## config.mk

```make
export PLATFORM = sky130hd
export DESIGN_NAME = sha256_byte_stream_hasher_flat
export DESIGN_NICKNAME = d
export VERILOG_FILES = /design/src/hw/rtl/sha_bsh_pkg.sv /design/src/hw/rtl/sha_bsh_ifs.sv /design/src/hw/rtl/sha256_byte_stream_hasher.sv /design/src/hw/rtl/sha_bsh_wmem.sv /design/src/hw/rtl/sha_bsh_round.sv /design/src/flat_wrapper.sv
export SDC_FILE = /design/constraint.sdc
export NUM_CORES = 2
export LEC_CHECK = 0
export BUFFER_PORTS_ARGS = -buffer_cell sky130_fd_sc_hd__buf_4
export CAP_MARGIN = 20
export CORE_UTILIZATION = 60
export CTS_CLUSTER_DIAMETER = 80
export DETAILED_ROUTE_END_ITERATION = 6
export GPL_TIMING_DRIVEN = 0
export PLACE_DENSITY_LB_ADDON = 0.2
export SYNTH_ARGS = -nofsm -noshare
export SYNTH_HDL_FRONTEND = slang
export SYNTH_SLANG_ARGS = --single-unit
```

## constraint.sdc

```tcl
create_clock -name i_clk -period 22.7 [get_ports i_clk]
set_clock_uncertainty 0.15 [all_clocks]
set_input_delay 6.81 -clock i_clk [delete_from_list [all_inputs] [get_ports i_clk]]
set_output_delay 6.81 -clock i_clk [all_outputs]
set_load 0.05 [all_outputs]
```

## src/hw/rtl/sha_bsh_pkg.sv

```systemverilog
package sha_bsh_pkg;

    typedef logic [31:0] t_word;

    // Element i holds hash word i.
    typedef logic [7:0][31:0] t_hash;

    localparam t_hash IV_HASH = {
        32'h5be0cd19, 32'h1f83d9ab, 32'h9b05688c, 32'h510e527f,
        32'ha54ff53a, 32'h3c6ef372, 32'hbb67ae85, 32'h6a09e667
    };

    localparam t_word ROUND_K [64] = '{
        32'h428a2f98, 32'h71374491, 32'hb5c0fbcf, 32'he9b5dba5,
        32'h3956c25b, 32'h59f111f1, 32'h923f82a4, 32'hab1c5ed5,
        32'hd807aa98, 32'h12835b01, 32'h243185be, 32'h550c7dc3,
        32'h72be5d74, 32'h80deb1fe, 32'h9bdc06a7, 32'hc19bf174,
        32'he49b69c1, 32'hefbe4786, 32'h0fc19dc6, 32'h240ca1cc,
        32'h2de92c6f, 32'h4a7484aa, 32'h5cb0a9dc, 32'h76f988da,
        32'h983e5152, 32'ha831c66d, 32'hb00327c8, 32'hbf597fc7,
        32'hc6e00bf3, 32'hd5a79147, 32'h06ca6351, 32'h14292967,
        32'h27b70a85, 32'h2e1b2138, 32'h4d2c6dfc, 32'h53380d13,
        32'h650a7354, 32'h766a0abb, 32'h81c2c92e, 32'h92722c85,
        32'ha2bfe8a1, 32'ha81a664b, 32'hc24b8b70, 32'hc76c51a3,
        32'hd192e819, 32'hd6990624, 32'hf40e3585, 32'h106aa070,
        32'h19a4c116, 32'h1e376c08, 32'h2748774c, 32'h34b0bcb5,
        32'h391c0cb3, 32'h4ed8aa4a, 32'h5b9cca4f, 32'h682e6ff3,
        32'h748f82ee, 32'h78a5636f, 32'h84c87814, 32'h8cc70208,
        32'h90befffa, 32'ha4506ceb, 32'hbef9a3f7, 32'hc67178f2
    };

    localparam logic [3:0] LEN_HI_ADDR = 4'd14;
    localparam logic [3:0] LEN_LO_ADDR = 4'd15;
    localparam logic [5:0] POS_LAST    = 6'd63;
    localparam logic [5:0] POS_PAD_END = 6'd55;
    localparam logic [5:0] POS_LEN     = 6'd56;
    localparam logic [6:0] CNT_LAST    = 7'd65;
    localparam logic [6:0] CNT_SCHED_END = 7'd64;
    localparam logic [7:0] PAD_BYTE    = 8'h80;

    typedef struct packed {
        logic       we;
        logic [3:0] waddr;
        t_word      wdata;
        logic [3:0] raddr_a;
        logic [3:0] raddr_b;
    } t_wmem_req;

    typedef enum logic [2:0] {
        S_IDLE,
        S_PAD,
        S_LEN_HI,
        S_LEN_LO,
        S_COMP,
        S_WAIT,
        S_OUT
    } t_state;

    function automatic t_word big_sig0(input t_word x);
        return {x[1:0], x[31:2]} ^ {x[12:0], x[31:13]} ^ {x[21:0], x[31:22]};
    endfunction

    function automatic t_word big_sig1(input t_word x);
        return {x[5:0], x[31:6]} ^ {x[10:0], x[31:11]} ^ {x[24:0], x[31:25]};
    endfunction

    function automatic t_word small_sig0(input t_word x);
        return {x[6:0], x[31:7]} ^ {x[17:0], x[31:18]} ^ {3'b000, x[31:3]};
    endfunction

    function automatic t_word small_sig1(input t_word x);
        return {x[16:0], x[31:17]} ^ {x[18:0], x[31:19]} ^ {10'b0, x[31:10]};
    endfunction

endpackage

```

## src/hw/rtl/sha_bsh_ifs.sv

```systemverilog
interface sha_bsh_in_if;
    logic       valid;
    logic       ready;
    logic [7:0] data_byte;
    logic       byte_present;
    logic       end_of_message;

    modport source (output valid, output data_byte, output byte_present,
                    output end_of_message, input ready);
    modport sink   (input valid, input data_byte, input byte_present,
                    input end_of_message, output ready);
endinterface

interface sha_bsh_out_if;
    logic        valid;
    logic        ready;
    logic [63:0] digest_word;
    logic [1:0]  word_number;
    logic        last_word;

    modport source (output valid, output digest_word, output word_number,
                    output last_word, input ready);
    modport sink   (input valid, input digest_word, input word_number,
                    input last_word, output ready);
endinterface

```

## src/hw/rtl/sha256_byte_stream_hasher.sv

```systemverilog
// Channel | Dir | Payload                                  | Item
// i_in    | in  | data_byte, byte_present, end_of_message   | one message byte or end mark
// o_out   | out | digest_word, word_number, last_word      | 64 bits of the digest
//
// Data bytes are taken one per cycle while the block is idle; the 64th byte of a block
// starts a compression (a start state, the rounds through the single round unit,
// then a chain update), during which input is held off. An end mark adds the padding
// bytes, one per cycle, two length writes and one or two compressions. The digest is
// held in an output register, so the next message is taken while earlier digest
// words wait. Reset is synchronous, active low.
module sha256_byte_stream_hasher import sha_bsh_pkg::*; (
    input  logic          i_clk,
    input  logic          i_rst_n,
    sha_bsh_in_if.sink    i_in,
    sha_bsh_out_if.source o_out
);

    t_state      r_state;
    t_state      n_state;
    logic        r_first;
    logic        n_first;
    logic        r_end_pend;
    logic        n_end_pend;
    logic        r_final;
    logic        n_final;

    logic [5:0]  r_pos;
    logic [23:0] r_acc;
    logic [63:0] r_bits;
    t_hash       r_chain;
    logic [255:0] r_dig;
    logic        r_ovalid;
    logic [1:0]  r_ocnt;

    logic        w_in_ready;
    logic        w_out_fire;
    logic        w_put;
    logic [7:0]  w_byte;
    logic        w_cnt_add;
    logic        w_start;
    logic        w_chain_add;
    logic        w_len_hi;
    logic        w_len_lo;
    logic        w_load_out;

    t_wmem_req   w_rnd_req;
    t_wmem_req   w_mem_req;
    t_word       w_rd_a;
    t_word       w_rd_b;
    logic        w_rnd_busy;
    logic        w_rnd_done;
    t_hash       w_vars;

    assign w_out_fire = r_ovalid && o_out.ready;

    always_ff @(posedge i_clk) begin
        if (!i_rst_n) begin
            r_state    <= S_IDLE;
            r_first    <= 1'b0;
            r_end_pend <= 1'b0;
            r_final    <= 1'b0;
        end else begin
            r_state    <= n_state;
            r_first    <= n_first;
            r_end_pend <= n_end_pend;
            r_final    <= n_final;
        end
    end

    always_comb begin
        n_state     = r_state;
        n_first     = r_first;
        n_end_pend  = r_end_pend;
        n_final     = r_final;
        w_in_ready  = 1'b0;
        w_put       = 1'b0;
        w_byte      = 8'd0;
        w_cnt_add   = 1'b0;
        w_start     = 1'b0;
        w_chain_add = 1'b0;
        w_len_hi    = 1'b0;
        w_len_lo    = 1'b0;
        w_load_out  = 1'b0;
        case (r_state)
            S_IDLE: begin
                w_in_ready = i_rst_n;
                if (i_in.valid && i_rst_n) begin
                    if (i_in.byte_present) begin
                        w_put     = 1'b1;
                        w_byte    = i_in.data_byte;
                        w_cnt_add = 1'b1;
                    end
                    if (i_in.end_of_message) begin
                        n_first    = 1'b1;
                        n_end_pend = 1'b1;
                    end
                    if (i_in.byte_present && (r_pos == POS_LAST)) begin
                        n_state = S_COMP;
                    end else if (i_in.end_of_message) begin
                        n_state = S_PAD;
                    end
                end
            end
            S_PAD: begin
                w_put   = 1'b1;
                w_byte  = r_first ? PAD_BYTE : 8'd0;
                n_first = 1'b0;
                if (r_pos == POS_PAD_END) begin
                    n_state = S_LEN_HI;
                end else if (r_pos == POS_LAST) begin
                    n_state = S_COMP;
                end
            end
            S_LEN_HI: begin
                w_len_hi = 1'b1;
                n_state  = S_LEN_LO;
            end
            S_LEN_LO: begin
                w_len_lo   = 1'b1;
                n_final    = 1'b1;
                n_end_pend = 1'b0;
                n_state    = S_COMP;
            end
            S_COMP: begin
                w_start = 1'b1;
                n_state = S_WAIT;
            end
            S_WAIT: begin
                if (w_rnd_done) begin
                    w_chain_add = 1'b1;
                    if (r_final) begin
                        n_state = S_OUT;
                    end else if (r_end_pend) begin
                        n_state = S_PAD;
                    end else begin
                        n_state = S_IDLE;
                    end
                end
            end
            S_OUT: begin
                if (!r_ovalid) begin
                    w_load_out = 1'b1;
                    n_final    = 1'b0;
                    n_state    = S_IDLE;
                end
            end
            default: begin
                n_state = S_IDLE;
            end
        endcase
    end

    always_ff @(posedge i_clk) begin
        if (!i_rst_n) begin
            r_pos   <= 6'd0;
            r_bits  <= 64'd0;
            r_chain <= IV_HASH;
        end else begin
            if (w_put) begin
                r_pos <= r_pos + 6'd1;
            end
            if (w_cnt_add) begin
                r_bits <= r_bits + 64'd8;
            end
            if (w_chain_add) begin
                for (int i = 0; i < 8; i++) begin
                    r_chain[i] <= r_chain[i] + w_vars[i];
                end
            end
            if (w_load_out) begin
                r_pos   <= 6'd0;
                r_bits  <= 64'd0;
                r_chain <= IV_HASH;
            end
        end
    end

    always_ff @(posedge i_clk) begin
        if (w_put) begin
            r_acc <= {r_acc[15:0], w_byte};
        end
    end

    always_ff @(posedge i_clk) begin
        if (!i_rst_n) begin
            r_ovalid <= 1'b0;
            r_ocnt   <= 2'd0;
        end else begin
            if (w_load_out) begin
                r_ovalid <= 1'b1;
                r_ocnt   <= 2'd0;
            end else if (w_out_fire) begin
                if (r_ocnt == 2'd3) begin
                    r_ovalid <= 1'b0;
                end
                r_ocnt <= r_ocnt + 2'd1;
            end
        end
    end

    always_ff @(posedge i_clk) begin
        if (w_load_out) begin
            for (int i = 0; i < 8; i++) begin
                r_dig[255 - 32 * i -: 32] <= r_chain[i];
            end
        end else if (w_out_fire) begin
            r_dig <= {r_dig[191:0], 64'd0};
        end
    end

    always_comb begin
        w_mem_req = w_rnd_req;
        if (w_put && (r_pos[1:0] == 2'd3)) begin
            w_mem_req.we    = 1'b1;
            w_mem_req.waddr = r_pos[5:2];
            w_mem_req.wdata = {r_acc, w_byte};
        end else if (w_len_hi) begin
            w_mem_req.we    = 1'b1;
            w_mem_req.waddr = LEN_HI_ADDR;
            w_mem_req.wdata = r_bits[63:32];
        end else if (w_len_lo) begin
            w_mem_req.we    = 1'b1;
            w_mem_req.waddr = LEN_LO_ADDR;
            w_mem_req.wdata = r_bits[31:0];
        end
    end

    sha_bsh_wmem u_wmem (
        .i_clk  (i_clk),
        .i_req  (w_mem_req),
        .o_rd_a (w_rd_a),
        .o_rd_b (w_rd_b)
    );

    sha_bsh_round u_round (
        .i_clk   (i_clk),
        .i_rst_n (i_rst_n),
        .i_start (w_start),
        .i_chain (r_chain),
        .i_rd_a  (w_rd_a),
        .i_rd_b  (w_rd_b),
        .o_req   (w_rnd_req),
        .o_busy  (w_rnd_busy),
        .o_done  (w_rnd_done),
        .o_vars  (w_vars)
    );

    assign i_in.ready        = w_in_ready;
    assign o_out.valid       = r_ovalid;
    assign o_out.digest_word = r_dig[255:192];
    assign o_out.word_number = r_ocnt;
    assign o_out.last_word   = (r_ocnt == 2'd3);

`ifndef NO_ASSERTIONS
    a_last_drains: assert property (@(posedge i_clk) disable iff (!i_rst_n)
        (o_out.valid && o_out.ready && o_out.last_word) |=> !o_out.valid)
        else $error("Digest item still valid after its last word.");

    a_load_after_len: assert property (@(posedge i_clk) disable iff (!i_rst_n)
        w_load_out |-> (r_pos == POS_LEN))
        else $error("Digest loaded before the length words were written.");

    a_no_load_write_in_round: assert property (@(posedge i_clk) disable iff (!i_rst_n)
        (w_put || w_len_hi || w_len_lo) |-> (!w_rnd_busy && !w_rnd_done))
        else $error("Block write while the round unit owns the memory.");
`endif

endmodule

```

## src/hw/rtl/sha_bsh_wmem.sv

```systemverilog
module sha_bsh_wmem import sha_bsh_pkg::*; (
    input  logic      i_clk,
    input  t_wmem_req i_req,
    output t_word     o_rd_a,
    output t_word     o_rd_b
);

    t_word mem [16];
    t_word r_rd_a;
    t_word r_rd_b;

    always_ff @(posedge i_clk) begin
        if (i_req.we) begin
            mem[i_req.waddr] <= i_req.wdata;
        end
        r_rd_a <= mem[i_req.raddr_a];
        r_rd_b <= mem[i_req.raddr_b];
    end

    assign o_rd_a = r_rd_a;
    assign o_rd_b = r_rd_b;

endmodule

```

## src/hw/rtl/sha_bsh_round.sv

```systemverilog
module sha_bsh_round import sha_bsh_pkg::*; (
    input  logic      i_clk,
    input  logic      i_rst_n,
    input  logic      i_start,
    input  t_hash     i_chain,
    input  t_word     i_rd_a,
    input  t_word     i_rd_b,
    output t_wmem_req o_req,
    output logic      o_busy,
    output logic      o_done,
    output t_hash     o_vars
);

    logic       r_run;
    logic       r_done;
    logic [6:0] r_cnt;
    t_word      r_prev_a;
    t_word      r_w1;
    t_word      r_w2;
    t_hash      r_vars;

    logic [6:0] w_j;
    logic [6:0] w_t;
    logic       w_sched;
    logic       w_round;
    t_word      w_wnew;
    t_word      w_t1;
    t_word      w_t2;
    t_word      w_ch;
    t_word      w_maj;

    // Reads are issued ahead of the schedule stage through the memory's read registers,
    // and the schedule stage feeds the round stage through r_w1.
    assign w_j     = r_cnt - 7'd1;
    assign w_t     = r_cnt - 7'd2;
    assign w_sched = r_run && (r_cnt >= 7'd1) && (r_cnt <= CNT_SCHED_END);
    assign w_round = r_run && (r_cnt >= 7'd2);

    always_comb begin
        if (w_j[6:4] == 3'd0) begin
            w_wnew = i_rd_b;
        end else begin
            w_wnew = small_sig1(r_w2) + i_rd_b + small_sig0(i_rd_a) + r_prev_a;
        end
    end

    always_comb begin
        o_req.we      = w_sched && (w_j[6:4] != 3'd0);
        o_req.waddr   = w_j[3:0];
        o_req.wdata   = w_wnew;
        o_req.raddr_a = r_cnt[3:0] + 4'd1;
        if (r_cnt[6:4] == 3'd0) begin
            o_req.raddr_b = r_cnt[3:0];
        end else begin
            o_req.raddr_b = r_cnt[3:0] + 4'd9;
        end
    end

    assign w_ch  = (r_vars[4] & r_vars[5]) ^ (~r_vars[4] & r_vars[6]);
    assign w_maj = (r_vars[0] & r_vars[1]) ^ (r_vars[0] & r_vars[2])
                 ^ (r_vars[1] & r_vars[2]);
    assign w_t1  = r_vars[7] + big_sig1(r_vars[4]) + w_ch + ROUND_K[w_t[5:0]] + r_w1;
    assign w_t2  = big_sig0(r_vars[0]) + w_maj;

    always_ff @(posedge i_clk) begin
        if (!i_rst_n) begin
            r_run  <= 1'b0;
            r_done <= 1'b0;
            r_cnt  <= 7'd0;
        end else begin
            r_done <= 1'b0;
            if (i_start) begin
                r_run <= 1'b1;
                r_cnt <= 7'd0;
            end else if (r_run) begin
                if (r_cnt == CNT_LAST) begin
                    r_run  <= 1'b0;
                    r_done <= 1'b1;
                end
                r_cnt <= r_cnt + 7'd1;
            end
        end
    end

    always_ff @(posedge i_clk) begin
        if (i_start) begin
            r_vars <= i_chain;
        end else if (w_round) begin
            r_vars <= {r_vars[6], r_vars[5], r_vars[4], r_vars[3] + w_t1,
                       r_vars[2], r_vars[1], r_vars[0], w_t1 + w_t2};
        end
        if (w_sched) begin
            r_prev_a <= i_rd_a;
            r_w1     <= w_wnew;
            r_w2     <= r_w1;
        end
    end

    assign o_busy = r_run;
    assign o_done = r_done;
    assign o_vars = r_vars;

`ifndef NO_ASSERTIONS
    a_start_idle: assert property (@(posedge i_clk) disable iff (!i_rst_n)
        i_start |-> (!r_run && !r_done))
        else $error("Compression started while one is in progress.");

    a_cnt_bound: assert property (@(posedge i_clk) disable iff (!i_rst_n)
        r_run |-> (r_cnt <= CNT_LAST))
        else $error("Round counter ran past the last round.");

    a_no_raw_hazard: assert property (@(posedge i_clk) disable iff (!i_rst_n)
        o_req.we |-> ((o_req.waddr != o_req.raddr_a) && (o_req.waddr != o_req.raddr_b)))
        else $error("Schedule write collides with a pending read.");

    a_done_pulse: assert property (@(posedge i_clk) disable iff (!i_rst_n)
        r_done |-> ($past(r_run) && !r_run))
        else $error("Done raised without a finished compression.");
`endif

endmodule

```

## src/flat_wrapper.sv

```systemverilog
// flat-port wrapper written by rule: the top's interface ports become plain ports
module sha256_byte_stream_hasher_flat import sha_bsh_pkg::*;
  (i_clk, i_rst_n, i_in_valid, i_in_data_byte, i_in_byte_present, i_in_end_of_message, i_in_ready, o_out_valid, o_out_digest_word, o_out_word_number, o_out_last_word, o_out_ready);
  sha_bsh_in_if i_in_i ();
  sha_bsh_out_if o_out_i ();
  input  logic i_clk;
  input  logic i_rst_n;
  input wire logic [$bits(i_in_i.valid)-1:0] i_in_valid;
  input wire logic [$bits(i_in_i.data_byte)-1:0] i_in_data_byte;
  input wire logic [$bits(i_in_i.byte_present)-1:0] i_in_byte_present;
  input wire logic [$bits(i_in_i.end_of_message)-1:0] i_in_end_of_message;
  output wire logic [$bits(i_in_i.ready)-1:0] i_in_ready;
  output wire logic [$bits(o_out_i.valid)-1:0] o_out_valid;
  output wire logic [$bits(o_out_i.digest_word)-1:0] o_out_digest_word;
  output wire logic [$bits(o_out_i.word_number)-1:0] o_out_word_number;
  output wire logic [$bits(o_out_i.last_word)-1:0] o_out_last_word;
  input wire logic [$bits(o_out_i.ready)-1:0] o_out_ready;
  assign i_in_i.valid = i_in_valid;
  assign i_in_i.data_byte = i_in_data_byte;
  assign i_in_i.byte_present = i_in_byte_present;
  assign i_in_i.end_of_message = i_in_end_of_message;
  assign i_in_ready = i_in_i.ready;
  assign o_out_valid = o_out_i.valid;
  assign o_out_digest_word = o_out_i.digest_word;
  assign o_out_word_number = o_out_i.word_number;
  assign o_out_last_word = o_out_i.last_word;
  assign o_out_i.ready = o_out_ready;
  sha256_byte_stream_hasher u_core (.i_clk(i_clk), .i_rst_n(i_rst_n), .i_in(i_in_i), .o_out(o_out_i));
endmodule
```

# [Word-level counts from Yosys, hierarchy flattened]
# Memory sizes are Yosys's and may differ from the RTL's. A register that Yosys moved wholly into a read port is not among the register bits.
# Index checks and enable logic that the tools add are counted.
[word_totals] romBits=2048 latch_bits=0 mem_count=2 in_bits=14 ramBits=512 elab_cells=179 reg_bits=976
[mem_list] memory="(no name shown)" depth=64 word_bits=32 read_ports=1 rd_clocked_by_memory_dff=0 write_ports=0 line="sha_bsh_round.sv:62" text="assign w_t1 = r_vars[7] + big_sig1(r_vars[4]) + w_ch + ROUND_K[w_t[5:0]] + r_w1;"
[mem_list] memory="u_core.u_wmem.mem" depth=16 word_bits=32 read_ports=2 rd_clocked_by_memory_dff=2 write_ports=1 line="sha_bsh_wmem.sv:8" text="t_word mem [16];"
[op_classes] shifts=0 bitwise=20 n_reduce_logical=26 eq_ne=17 div_mod_pow=0 order_cmp=4 multipliers=0 n_mux=52 n_addsub=26
[op_table] op="$mux W256" count=4
[op_table] op="$add A32 B32 Y32" count=18
[op_table] op="$xor A32 B32 Y32" count=9
[op_table] op="$and A32 B32 Y32" count=5
[op_table] op="$mux W37" count=3
[op_table] op="$mux W32" count=3
[op_table] op="$add A64 B4 Y64 const B" count=1
[op_table] op="$not A32 Y32" count=1
[op_table] op="$xor A32 B22 Y32" count=1
[op_table] op="$xor A32 B29 Y32" count=1
[op_table] op="$mux W1" count=24
[op_table] op="$mux W3" count=8
[op_table] op="$mux W8" count=3
[op_table] op="$pmux W3 S7" count=1
[op_table] op="$pmux W8 S2" count=1
[op_table] op="$eq A6 B6 Y1 const B" count=2
[op_table] op="$reduce_bool A2 Y1" count=6
[op_table] op="$eq A3 B3 Y1 const B" count=3
[op_table] op="$logic_not A3 Y1" count=3
[op_table] op="$logic_and A1 B1 Y1" count=8
[op_table] op="$pmux W1 S2" count=4
[op_table] op="$add A7 B1 Y7 const B" count=1
[op_table] op="$eq A7 B7 Y1 const B" count=1
[op_table] op="$ge A7 B1 Y1 const B" count=1
[op_table] op="other kinds (25)" count=33

# [Longest topological paths before layout]
[logic_depth] ltp_word=11 depth_mapped=40

# [By module]
# A second synthesis with hierarchy kept.
[hier_totals] cells_unflattened=8491 hier_area_um2=92020.8
[by_module_without_submodules] mod="sha256_byte_stream_hasher" seq_area_each_um2=15054.4 area_per_inst_um2=36199.7 cells_per_inst=4197 n_inst=1
[by_module_without_submodules] mod="sha_bsh_round" seq_area_each_um2=10750.3 area_per_inst_um2=31617.8 cells_per_inst=3153 n_inst=1
[by_module_without_submodules] mod="sha_bsh_wmem" seq_area_each_um2=16656.0 area_per_inst_um2=24203.2 cells_per_inst=1141 n_inst=1

# [Worst setup path after synthesis]
# Ideal clock, no wire load.
[synth_path] path_type="register -> register" start="register u_core.u_round.r_cnt[2]" end="register u_core.u_round.r_vars (netlist bit u_core.u_round.o_vars[0]), enable pin" stages_incl_launch_ff=8 arrival_time_ns=19.386 setup_time_ns=1.227 n_path_buf=1 t_required_ns=21.323 path_slack_ns=1.937 period_less_slack_ns=20.763 path_cell_list="dfxtp_1 > clkbuf_1 > inv_1 > ha_1 > nor2b_1 > nand2_1 > a21oi_1 > o21ai_0"
[synth_between] elab_chain_cells=3
[synth_rtl] element="start: declaration" line="sha_bsh_round.sv:16" text="logic [6:0] r_cnt;"
[synth_rtl] element="start signal: assignment" line="sha_bsh_round.sv:80" text="r_cnt <= r_cnt + 7'd1;"
[synth_rtl] element="$ge A7 B2 Y1" line="sha_bsh_round.sv:37" text="assign w_round = r_run && (r_cnt >= 7'd2);"
[synth_rtl] element="$logic_and A1 B1 Y1" line="sha_bsh_round.sv:37"
[synth_rtl] element="$reduce_bool A2 Y1 (no line)"
[synth_rtl] element="end signal: assignment" line="sha_bsh_round.sv:87" text="r_vars <= i_chain;"
[synth_rtl] element="end signal: assignment" line="sha_bsh_round.sv:89" text="r_vars <= {r_vars[6], r_vars[5], r_vars[4], r_vars[3] + w_t1,"
[synth_rtl] element="end: declaration" line="sha_bsh_round.sv:20" text="t_hash r_vars;"
# Every way passes these cells.
# A chain may end at the register's enable or synchronous reset.

# [Worst setup path in the final report]
[layout_path] start="input i_rst_n" end="output i_in_ready"
[layout_between] elab_chain_cells=1
[layout_rtl] element="start: declaration" line="flat_wrapper.sv:7" text="input logic i_rst_n;"
[layout_rtl] element="$mux W1" line="sha256_byte_stream_hasher.sv:84" text="case (r_state)"
[layout_rtl] element="end: declaration" line="flat_wrapper.sv:12" text="output wire logic [$bits(i_in_i.ready)-1:0] i_in_ready;"
# Every way passes these cells.

==> summary.txt <==
Outcome
  • Status: finished, violations left
  • Failing checks: DRC

Floorplanning
  • I/O pin count: 83
  • Core box area: between 150000 and 200000 µm²
  • Die width: 392.1 µm
  • Die Span Y: roughly 390 µm
  • Die area: 153700 µm²
  • FP Rows: ~140
  • Starting Density: between 60% and 70%

Timing
  • Fin crit period: 14.77 ns
  • Fmax: roughly 0.068 GHz
  • Worst slew pin tran: 1.369 ns
  • Final Hold Fails: 0
  • Crit share post-route: approximately two thirds
  • RSZ-0062 raised after global routing: false
  • Finish-stage setup viols: 0
  • Final Max Tran Viols: 0
  • Worst relative slew slack: under 10%
  • WHS: roughly 0.28 ns

GRT
  • Initial antenna violation count: 23
  • GRT Overall Usage: a little under half
  • Grt ovf: 0
  • Number of global-route vias before repair: 71360
  • Largest net degree at the start of global routing: 66
  • First-pass GRT wire length: 504800 µm

Yosys
  • Fraction of the yosys area taken by sequential cells: 46.50%
  • Unique cell type count in the Yosys netlist: 109
  • Cells after Synth: between 8000 and 9000
  • Total number of yosys warnings: 0
  • Synth Register Bits: between 1500 and 2000
  • Cell Area, Synth: 91310 µm²
  • Top FF cell, synth: edfxtp_1
  • Async SR Flop Fraction: 0%
  • Syn avg cell area: roughly 11 µm²
  • EDFF count, synth: roughly 1100
  • Syn nets: between 9000 and 10000

Setup path
  • CP arrival: 7.81 ns
  • Worst path cell trace: buf_4 -> clkbuf_1 -> and3_1 -> buf_4
  • Slowest stage delay, CP: between 0.3 and 0.4 ns
  • FF-to-FF End: u_core.u_round.o_vars[31]$_DFFE_PP_
  • CP Launch Type: input pin
  • R2R setup slack: between 9 and 10 ns
  • Cell count of the worst reg-to-reg path: 35
  • Crit end category: output port
  • Worst-path maximum fanout: 10
  • Critical Path RT: ~16 ns
  • Most frequent CP cell: buf_4
  • Worst R2R Start: u_core.u_round.r_cnt[0]$_SDFFE_PP0P_
  • CP max stage cell: clkbuf_1
  • Crit path buf inv count: 3
  • Setup CP Type: in2out
  • Largest delay share family, worst path: buffers and inverters

Clock network
  • CTS Hold Buffers Added: 0
  • Register clock-pin slew on the reported worst setup and hold paths: ~0.07 ns
  • Clock root cell: clkbuf_16
  • CTS tree: done
  • Clock Sinks: between 1500 and 2000
  • Clock Latency Late Sink: around 0.9 ns
  • Bufs on Longest Clock Path: 3
  • Post-CTS Setup Bufs: 0
  • CTS buffer count: around 170
  • Htree depth: 4
  • Post-CTS resize count: 0

Route
  • DR vias/cell: 6.727
  • Number of antenna-violating nets in the routed design: 0
  • DR DRC count: 1
  • WL final: between 300000 and 400000 µm
  • Routed via count: 74640
  • Drt initial violations: 10810
  • 1st-pass router iterations: 7
  • Wire per inst: around 33 µm

Min path
  • Worst Hold End: u_core.r_acc[13]$_DFFE_PP_
  • Worst hold path class: reg2reg
  • Hold path depth: 0
  • HP Start: u_core.r_acc[5]$_DFFE_PP_

Place
  • DP HPWL: approximately 270000 µm
  • Routability cong.: 1.100
  • Buffers added on ports: 82

Power and ir drop
  • Overall power: 6514 µW
  • LEAKAGE: between 0.03 and 0.04 µW
  • PwrDens: about 64 nW/µm²
  • Peak supply drop: about 110 µV

Finish
  • Final #Nets: between 9000 and 10000
  • Layout fillers: between 10000 and 15000
  • Layout cells sized above 1: a little over a tenth
  • Layout area overhead: 11.92%

Flow run
  • Max Cap Viol: 0
[power by group]
part,leakage (µW),internal (µW),switching (µW)
sequential,0.0135,3080,7.17
combinational,0.0232,209,390
clock,0.00273,1580,1250
[per-stage QoR]
stage | cell area [µm²] | cells | setup TNS (ns) | utilization, % | setup slack, ns
after detailed placement | 96350 | 10760 | 0 | 64.03 | 7.951
final | 102200 | 11100 | 0 | 67.91 | 7.933
after global routing | 102200 | 11090 | 0 | 67.89 | 7.852
after CTS | 102000 | 11070 | 0 | 67.77 | 7.943
after floorplan | 91310 | 8560 | 0 | - | 1.937
after global placement | 94440 | 10660 | -2795.78 | 62.76 | -10.97
[final cells by class]
type | instances | area (µm²) | area share, %
sequential | 1549 | 42460 | 41.55
buffer | 497 | 2157 | 2.111
antenna | 12 | 30.03 | 0.02939
inverter | 373 | 1400 | 1.370
clock inverter | 66 | 847.1 | 0.8289
timing repair buffer | 197 | 2459 | 2.406
clock buffer | 245 | 4782 | 4.680
multi-input combinational | 6141 | 45530 | 44.56
tap | 2016 | 2522 | 2.468
[metal layers]
| layer | vias to the layer above | share of wire, % | track usage, % |
|---|---|---|---|
| met2 | 5916 | 44 | 70.77 |
| li1 | 31370 | - | - |
| met5 | - | 0.018 | 0 |
| met4 | 10 | 11 | 41.18 |
| met3 | 1503 | 12 | 12.87 |
| met1 | 35850 | 33 | 54.64 |
[Yosys cell counts (all sizes together) (105+ instances only)]
master | instances | area share [%]
nand3 | 113 | 0.62
clkbuf | 378 | 1.6
ha | 389 | 5.3
a21o | 231 | 1.9
dfxtp | 405 | 8.9
edfxtp | 1144 | 38
xor2 | 221 | 2.1
o211ai | 105 | 0.86
mux4 | 320 | 7.9
inv | 370 | 1.5
buf | 119 | 0.78
o21ai | 427 | 2.3
fa | 195 | 4.3
a21oi | 531 | 2.9
xnor2 | 403 | 3.9
nor2 | 374 | 1.6
nand2 | 1761 | 7.3
[worst max-delay path by stage]
stage | startpoint | endpoint | slack (ns) | cells past startpoint
global route | i_rst_n | i_in_ready | 7.85 | 4
finish | i_rst_n | i_in_ready | 7.93 | 4
global placement | u_core.u_round.r_cnt[0]$_SDFFE_PP0P_ | u_core.u_round.o_vars[30]$_DFFE_PP_ | -10.97 | 5
detailed placement | i_rst_n | i_in_ready | 7.95 | 4
floorplan | u_core.u_round.r_cnt[2]$_SDFFE_PP0P_ | u_core.u_round.o_vars[0]$_DFFE_PP_ | 1.94 | 7
CTS | i_rst_n | i_in_ready | 7.94 | 4
[placed cells by master, fill, tap and decap left out, types with 113 or more instances in the layout]
| master | Yosys | routed |
|---|---|---|
| ha_1 | 389 | 389 |
| xor2_1 | 221 | 220 |
| a21o_1 | 231 | 231 |
| xnor2_1 | 403 | 400 |
| nor2_1 | 372 | 354 |
| dfxtp_1 | 405 | 405 |
| nand2_1 | 1759 | 1758 |
| edfxtp_1 | 1144 | 1144 |
| clkbuf_1 | 378 | 408 |
| nand3_1 | 113 | 113 |
| inv_1 | 369 | 369 |
| mux4_2 | 320 | 320 |
| fa_1 | 195 | 195 |
| buf_4 | 65 | 163 |
| clkbuf_16 | 0 | 167 |
| o21ai_0 | 401 | 386 |
| a21oi_1 | 528 | 527 |
[worst reg2reg max path, delay by kind of cell (launching register included)]
family	cells	cell delay, ns
xor+xnor	3	0.88
compound gates	11	3.18
simple gates	5	1.11
fa+ha+maj	5	2.47
buf+inv	11	4.62
flops	1	0.48
[sequential cells by signal (all words and copies together) (netlist names)]
register / count
u_core.u_wmem.mem: 512
u_core.u_round.o_busy: 1
u_core.r_chain: 256
u_core.r_pos: 6
u_core.r_dig: 256
u_core.r_final: 1
u_core.u_wmem.o_rd_b: 32
u_core.u_round.r_w2: 32
u_core.r_first: 1
u_core.r_end_pend: 1
u_core.o_out.word_number: 2
u_core.u_wmem.o_rd_a: 32
u_core.r_bits: 61
u_core.u_round.r_w1: 32
u_core.u_round.r_prev_a: 32
u_core.u_round.o_done: 1
u_core.u_round.o_vars: 256
u_core.o_out.valid: 1
u_core.r_acc: 24
u_core.r_state: 3
u_core.u_round.r_cnt: 7
[kinds of logic (layout without fill, tap and decap cells)]
family,count (synthesis),in the layout,share of synthesized area (%)
simple gates,2793,2793,13.23
mux,399,399,8.784
fa+ha+maj,590,590,9.672
flops,1549,1549,46.50
xor+xnor,625,625,6.010
compound gates,1734,1734,11.93
other cells,0,12,0
buf+inv,870,1378,3.866
No activity file was read; power rests on OpenSTA's default activity.
